### src/rtl/mexp_pkg.sv
// mexp_pkg: shared constants of the modular exponentiation unit
// holds the default word width and the configuration register indexes
// no dependencies
`timescale 1ns / 1ps

package mexp_pkg;

  localparam int DEFAULT_WIDTH = 16;

  // configuration register indexes
  localparam logic REG_MODULUS  = 1'b0;
  localparam logic REG_EXPONENT = 1'b1;

endpackage

### src/rtl/modular_exponentiation_unit_top.sv
// modular_exponentiation_unit_top: base^exponent mod modulus, square-and-multiply
// one shared multiplier and one shift-subtract reducer under a small sequencer
// depends on mexp_pkg
//
// Usage:
//   Load the key through the write port (cfg_we, cfg_index, cfg_data): index 0 is
//   the modulus, index 1 the exponent. Both reset to 1. Write only while busy is low.
//   A base word is taken at a rising edge with start high and busy low. busy then
//   stays high until the result is out. The result appears on power_mod for exactly
//   one cycle with done high; the receiver cannot stall it, so it must take it then.
//   An exponent of zero gives 1 and a modulus of zero gives 0, both in the
//   cycle after start, without going busy.
// Sequence:
//   The base is first reduced; then each exponent bit has a decide state, a
//   multiply into the accumulator if the bit is set, and a multiply that squares.
//   Every reduction runs the shift-subtract reducer over the whole double-width
//   product, one product bit a cycle. The next start is taken in the cycle done is
//   high.
// Reset:
//   rst (synchronous, active high) returns the sequencer to idle, drops done and
//   loads the key registers with 1.
`timescale 1ns / 1ps

module modular_exponentiation_unit_top #(
  parameter int WIDTH = mexp_pkg::DEFAULT_WIDTH
) (
  input  logic             clk,
  input  logic             rst,
  input  logic             cfg_we,
  input  logic             cfg_index,
  input  logic [WIDTH-1:0] cfg_data,
  input  logic             start,
  output logic             busy,
  input  logic [WIDTH-1:0] base,
  output logic             done,
  output logic [WIDTH-1:0] power_mod
);

  localparam int CW = $clog2(2 * WIDTH);
  localparam int BW = $clog2(WIDTH);

  localparam logic [2:0] S_IDLE = 3'd0;
  localparam logic [2:0] S_DEC  = 3'd1;
  localparam logic [2:0] S_MUL  = 3'd2;
  localparam logic [2:0] S_RED  = 3'd3;

  localparam logic [1:0] T_BASE = 2'd0;
  localparam logic [1:0] T_ACC  = 2'd1;
  localparam logic [1:0] T_SQ   = 2'd2;

  logic [WIDTH-1:0]   modulus;
  logic [WIDTH-1:0]   exponent;
  logic [2:0]         state;
  logic [1:0]         tgt;
  logic [CW-1:0]      cnt;
  logic [BW-1:0]      bidx;
  logic [WIDTH-1:0]   esh;
  logic [WIDTH-1:0]   acc;
  logic [WIDTH-1:0]   sq;
  logic [WIDTH-1:0]   rem;
  logic [2*WIDTH-1:0] prod;

  logic [WIDTH:0]     shifted;
  logic [WIDTH:0]     sub;
  logic [WIDTH-1:0]   rem_next;
  logic [WIDTH-1:0]   mul_a;
  logic [2*WIDTH-1:0] product;

  // one restoring step of the reducer and the shared multiplier
  always_comb begin
    shifted  = {rem, prod[2*WIDTH-1]};
    sub      = shifted - {1'b0, modulus};
    rem_next = (shifted >= {1'b0, modulus}) ? sub[WIDTH-1:0] : shifted[WIDTH-1:0];
    mul_a    = (tgt == T_ACC) ? acc : sq;
    product  = (2*WIDTH)'(mul_a) * (2*WIDTH)'(sq);
  end

  assign busy = (state != S_IDLE);

  always_ff @(posedge clk) begin
    if (rst) begin
      modulus  <= WIDTH'(1);
      exponent <= WIDTH'(1);
    end else if (cfg_we) begin
      unique case (cfg_index)
        mexp_pkg::REG_MODULUS:  modulus  <= cfg_data;
        mexp_pkg::REG_EXPONENT: exponent <= cfg_data;
        default: ;
      endcase
    end
  end

  always_ff @(posedge clk) begin
    if (rst) begin
      state <= S_IDLE;
      done  <= 1'b0;
    end else begin
      done <= 1'b0;
      unique case (state)
        S_IDLE: begin
          if (start) begin
            if (exponent == '0) begin
              done      <= 1'b1;
              power_mod <= WIDTH'(1);
            end else if (modulus == '0) begin
              done      <= 1'b1;
              power_mod <= '0;
            end else begin
              esh   <= exponent;
              bidx  <= '0;
              acc   <= WIDTH'(1);
              prod  <= (2*WIDTH)'(base);
              rem   <= '0;
              cnt   <= '0;
              tgt   <= T_BASE;
              state <= S_RED;
            end
          end
        end
        S_DEC: begin
          tgt   <= esh[0] ? T_ACC : T_SQ;
          state <= S_MUL;
        end
        S_MUL: begin
          prod  <= product;
          rem   <= '0;
          cnt   <= '0;
          state <= S_RED;
        end
        S_RED: begin
          rem  <= rem_next;
          prod <= {prod[2*WIDTH-2:0], 1'b0};
          cnt  <= cnt + CW'(1);
          if (cnt == CW'(2*WIDTH-1)) begin
            unique case (tgt)
              T_BASE: begin
                sq    <= rem_next;
                state <= S_DEC;
              end
              T_ACC: begin
                acc   <= rem_next;
                tgt   <= T_SQ;
                state <= S_MUL;
              end
              default: begin
                sq <= rem_next;
                if (bidx == BW'(WIDTH-1)) begin
                  done      <= 1'b1;
                  power_mod <= acc;
                  state     <= S_IDLE;
                end else begin
                  bidx  <= bidx + BW'(1);
                  esh   <= esh >> 1;
                  state <= S_DEC;
                end
              end
            endcase
          end
        end
        default: state <= S_IDLE;
      endcase
    end
  end

`ifndef SYNTH
  a_done_idle: assert property (@(posedge clk) disable iff (rst) done |-> !busy)
    else $error("result strobe while sequencer busy");

  a_zero_exp: assert property (@(posedge clk) disable iff (rst)
    (start && !busy && exponent == '0) |=> (done && power_mod == WIDTH'(1)))
    else $error("zero exponent did not give one");

  a_rem_below_mod: assert property (@(posedge clk) disable iff (rst)
    (state == S_RED) |-> (rem < modulus))
    else $error("partial remainder not below modulus");

  a_mul_to_red: assert property (@(posedge clk) disable iff (rst)
    (state == S_MUL) |=> (state == S_RED && cnt == '0))
    else $error("multiply not followed by a fresh reduction");
`endif

endmodule
### config.mk
export PLATFORM = sky130hd
export DESIGN_NAME = modular_exponentiation_unit_top
export DESIGN_NICKNAME = d
export VERILOG_FILES = /design/src/rtl/mexp_pkg.sv /design/src/rtl/modular_exponentiation_unit_top.sv
export SDC_FILE = /design/constraint.sdc
export NUM_CORES = 1
export LEC_CHECK = 0
export BUFFER_PORTS_ARGS = -buffer_cell sky130_fd_sc_hd__buf_2
export CORE_MARGIN = 1.5
export CORE_UTILIZATION = 25
export DETAILED_ROUTE_END_ITERATION = 8
export HOLD_SLACK_MARGIN = 0.02
export PLACE_DENSITY = 0.37
export SYNTH_ARGS = -nofsm -noshare
export SYNTH_HDL_FRONTEND = slang
export SYNTH_SLANG_ARGS = --single-unit
export TNS_END_PERCENT = 50
### constraint.sdc
create_clock -name clk -period 7.9 [get_ports clk]
set_input_delay 0.79 -clock clk [delete_from_list [all_inputs] [get_ports clk]]
set_output_delay 0.79 -clock clk [all_outputs]
set_load 0.01 [all_outputs]
Word level (Yosys, flattened, before mapping)
Index checks and enable logic that the tools add are counted.
W data, S select, Z words.
- logic and storage cells: 116
- input port bits: 37
- bits in registers: 159
- multiply operators: 1
- add/subtract/negate cells: 3
- multiplexer cells: 62
- bitwise gates (word level): 3
- eq/ne operators: 15
- reductions and logical operators: 18
- order comparisons: 1
- operators by type and width (cell ; number):
    $mux W16 ; 22
    $mux W32 ; 3
    $pmux W16 S2 ; 3
    $pmux W32 S3 ; 1
    $pmux W16 S3 ; 1
    $logic_not A16 Y1 ; 2
    $mul A16 B16 Y32 ; 1
    $mux W4 ; 6
    $reduce_and A7 Y1 ; 3
    $ge A17 B16 Y1 ; 1
    $ne A2 B2 Y1 const B ; 8
    $sub A16 B16 Y16 ; 1
    $mux W5 ; 3
    $pmux W5 S3 ; 1
    $mux W2 ; 6
    $mux W3 ; 4
    $pmux W3 S4 ; 1
    $reduce_bool A3 Y1 ; 3
    $pmux W4 S2 ; 1
    $reduce_and A4 Y1 ; 2
    $reduce_and A8 Y1 ; 1
    $mux W1 ; 7
    $eq A3 B2 Y1 const B ; 2
    $pmux W2 S3 ; 1
    other kinds (16) ; 19

Longest topological paths before layout
- depth after elaboration: 5
- depth in mapped cells: 27
- mapped depth without buffers: 24

Least setup slack after synthesis
OpenSTA, ideal clock, no wires.
- path type: reg-to-reg
- from: register tgt[1]
- to: register prod[30] (data pin)
- clock period less this slack: 6.551 ns
- data arrival time: 6.295 ns
- path buffers: 3
- stages on the path, launching flop included: 25
- required time: 7.644 ns
- path slack: 1.349 ns
- cell sequence: edfxtp_1 > nor2b_1 > clkbuf_1 > buf_1 > nand2_1 > nand2_1 > clkbuf_1 > nand2_1 > fa_1 > fa_1 > fa_1 > fa_1 > inv_1 > fa_1 > inv_1 > fa_1 > inv_1 > ha_1 > a21oi_1 > o21ai_0 > and2_1 > o31a_1 > o31ai_1 > xnor2_1 > a22o_1
- cells in the longest elaborated chain, start to end: 4
- ends and longest elaborated chain (what ; line ; source):
    start, declared ; modular_exponentiation_unit_top.sv:54 ; logic [1:0] tgt;
    start signal, assigned ; modular_exponentiation_unit_top.sv:121 ; tgt <= esh[0] ? T_ACC : T_SQ;
    $eq A2 B1 Y1 ; modular_exponentiation_unit_top.sv:74 ; mul_a = (tgt == T_ACC) ? acc : sq;
    $mux W16 ; modular_exponentiation_unit_top.sv:74 ;
    $mul A16 B16 Y32 ; modular_exponentiation_unit_top.sv:75 ; product = (2*WIDTH)'(mul_a) * (2*WIDTH)'(sq);
    $pmux W32 S3 ; modular_exponentiation_unit_top.sv:99 ; unique case (state)
    end signal, assigned ; modular_exponentiation_unit_top.sv:112 ; prod <= (2*WIDTH)'(base);
    end signal, assigned ; modular_exponentiation_unit_top.sv:125 ; prod <= product;
    end signal, assigned ; modular_exponentiation_unit_top.sv:132 ; prod <= {prod[2*WIDTH-2:0], 1'b0};
    end, declared ; modular_exponentiation_unit_top.sv:61 ; logic [2*WIDTH-1:0] prod;
No other way between the ends.
A chain may end at the register's enable or synchronous reset.

Worst setup path after layout
- from: register tgt[1]
- to: register prod[27] (data pin)
The elaborated chain is that of the path after synthesis.

==> impl_metrics.py <==
metrics = {
    "drt": {
        "viasPerCell": 4.50,
        "drc_errors": 0,
        "dr.pass1.iters": 5,
        "final_antenna_net_count": 0,
        "wl_per_cell_um": 18.5,
        "vias": 11900,
        "wirelength_mm": 48.7,
        "drt_iter0_drc": 583,
    },
    "clock_network": {
        "clk_latency_ns": 0.48,
        "post_cts_buffers": 0,
        "clkTransAtPathRegs_ns": 0.07,
        "cts_max_level": 4,
        "clockBufferDepth": 2,
        "holdBufCountCts": 0,
        "cts_buffers": 17,
        "ctsResizeCount": 0,
        "root_buffer": "clkbuf_16",
        "cts_sinks": 158,
        "cts_tree": "built",
    },
    "critical_path": {
        "crit_required_ns": 8.11,
        "r2r-start": "tgt[1]",
        "crit_arrival_ns": 7.62,
        "path_class": "reg -> reg",
        "critPathCaptureType": "flip-flop",
        "critPathMaxFanout": 15,
        "critPathLaunchType": "flip-flop",
        "critPathLaunch": "tgt[1]",
        "reg2regPathDepth": 22,
    },
    "yosys": {
        "async_flop_share": 0,
        "synth_nets": 2090,
        "synth.distinct_cells": 62,
        "synth_edf_count": 123,
        "syn_area_per_cell_um2": 9.35,
        "synth_seq_area_share": 0.272,
        "yosys_warnings": 0,
        "synthFlopType": "edfxtp_1",
        "syn_area_um2": 16200,
        "syn_inst": 1730,
        "ys_ff_latch": 158,
    },
    "floorplanning": {
        "rows": 93,
        "fp.dieW_um": 257,
        "start_util": 0.252,
        "dieArea_um2": 66200,
        "die_h_um": 257,
        "io-pin-count": 55,
        "coreArea_um2": 64200,
    },
    "timing": {
        "fmaxAchievable_mhz": 135,
        "finalHoldViolCount": 0,
        "relSlewSlack": 0.293,
        "setup_viol": 0,
        "post-route-period-util": 0.938,
        "setup_tns_ns": 0,
        "slew_violations": 0,
        "worst_clock_skew_ns": 0.0107,
        "min_period_ns": 7.41,
        "worstMarginPinSlew_ns": 1.06,
        "rsz0062_at_grt": "no",
    },
    "job": {
        "drv_cap": 0,
    },
    "worst_hold_path": {
        "hold_path_depth": 2,
        "worstHoldStart": "modulus[8]",
        "min_path_type": "reg -> reg",
    },
    "final_layout": {
        "fill_cells": 6907,
        "nets": 2126,
        "drive_gt1_frac": 0.0877,
        "areaGrowthSynthToFinish_pct": 12.1,
        "final_cell_mix": "307 x nand2_1, 260 x inv_1, 195 x fa_1",
        "final_common_cell": "nand2_1",
        "regArea_um2": 4390,
        "multi_input_comb_area_um2": 10500,
    },
    "outcome": {
        "status": "finished, final reports clean",
    },
    "placed_design": {
        "hpwl_mm": 38.5,
        "place_congestion": 0.826,
        "io_buffers": 54,
    },
    "global_route": {
        "grt_pass1_wl_mm": 75.9,
        "overflow": 0,
        "track_usage": 0.152,
        "antenna_found_initial": 1,
        "grt_pass1_vias": 12600,
        "grt_max_degree": 81,
    },
}
-- state kept, by name (all words and copies together) (netlist names) --
name / cells
acc: 16
bidx: 4
cnt: 5
done: 1
esh: 16
exponent: 16
modulus: 16
power_mod: 16
prod: 32
rem: 16
sq: 16
state: 2
tgt: 2
-- per-stage QoR --
stage	hold slack [ns]	setup WS (ns)	utilization	cells	cell area, um2
finish	0.475	0.487	0.282	2635	18100
global route	0.493	0.0396	0.282	2634	18100
CTS	0.478	0.496	0.282	2634	18100
detailed placement	0.468	0.467	0.273	2602	17600
global placement	0.465	0.596	0.273	2602	17600
floorplan	0.445	1.35	-	1730	16200
-- metal layers --
layer | GRT usage | share of wire | vias up
met4 | 0.0404 | 0.016 | 0
met1 | 0.196 | 0.46 | 5983
met5 | 0 | 0 | -
met2 | 0.263 | 0.50 | 138
met3 | 0.0230 | 0.025 | 39
li1 | - | - | 5708
-- worst max-delay path, cell delays in order, from the launching register on --
cell and delay, ns:
edfxtp_1 0.39, nand2b_1 0.54, buf_4 0.27, nand2_1 0.06, nand2_1 0.50, nand2_1 0.18
fa_1 0.45, fa_1 0.55, inv_1 0.05, fa_1 0.56, fa_1 0.43, fa_1 0.49
inv_1 0.05, fa_1 0.56, inv_1 0.06, ha_1 0.34, a21o_1 0.18, a31oi_1 0.23
o21ai_0 0.19, o211ai_1 0.13, o211ai_1 0.32, o311ai_0 0.46, o211ai_1 0.15
-- layout make-up --
| class | instances | share of cell area |
|---|---|---|
| flip-flops and latches | 158 | 0.242 |
| multi-input cells | 1229 | 0.580 |
| inverters | 261 | 0.0540 |
| repair buffers | 99 | 0.0335 |
| diodes | 1 | 0.000138 |
| clock inverters | 11 | 0.00538 |
| well taps | 855 | 0.0590 |
| clock buffers | 21 | 0.0260 |
-- final timing paths --
check	slack [ns]	endpoint
min	0.48	modulus[8]
max	0.49	prod[27]
max reg2reg	0.49	prod[27]
min reg2reg	0.48	modulus[8]
-- synthesized netlist by cell type, drive strengths merged, types with 24 or more instances --
cell type | number | area, um2
a21o | 24 | 180
edfxtp | 123 | 3690
and2 | 131 | 820
ha | 128 | 1600
a21oi | 84 | 420
dfxtp | 35 | 701
o21ai | 62 | 314
nand3 | 24 | 120
fa | 195 | 3900
inv | 260 | 976
nand2 | 307 | 1150
nor2 | 37 | 141
clkbuf | 72 | 270
-- logic make-up after synthesis --
group	after synthesis	synth area share
AND/OR/NAND/NOR	578	0.168
buffers and inverters	343	0.0804
adder cells (fa/ha/maj)	323	0.340
AO/OA/AOI/OAI	276	0.108
flip-flops	158	0.272
XOR/XNOR	34	0.0184
multiplexers	18	0.0123
Power is not shown: default switching activity piles up to over one toggle a cycle in this logic, so the estimate is an artifact.
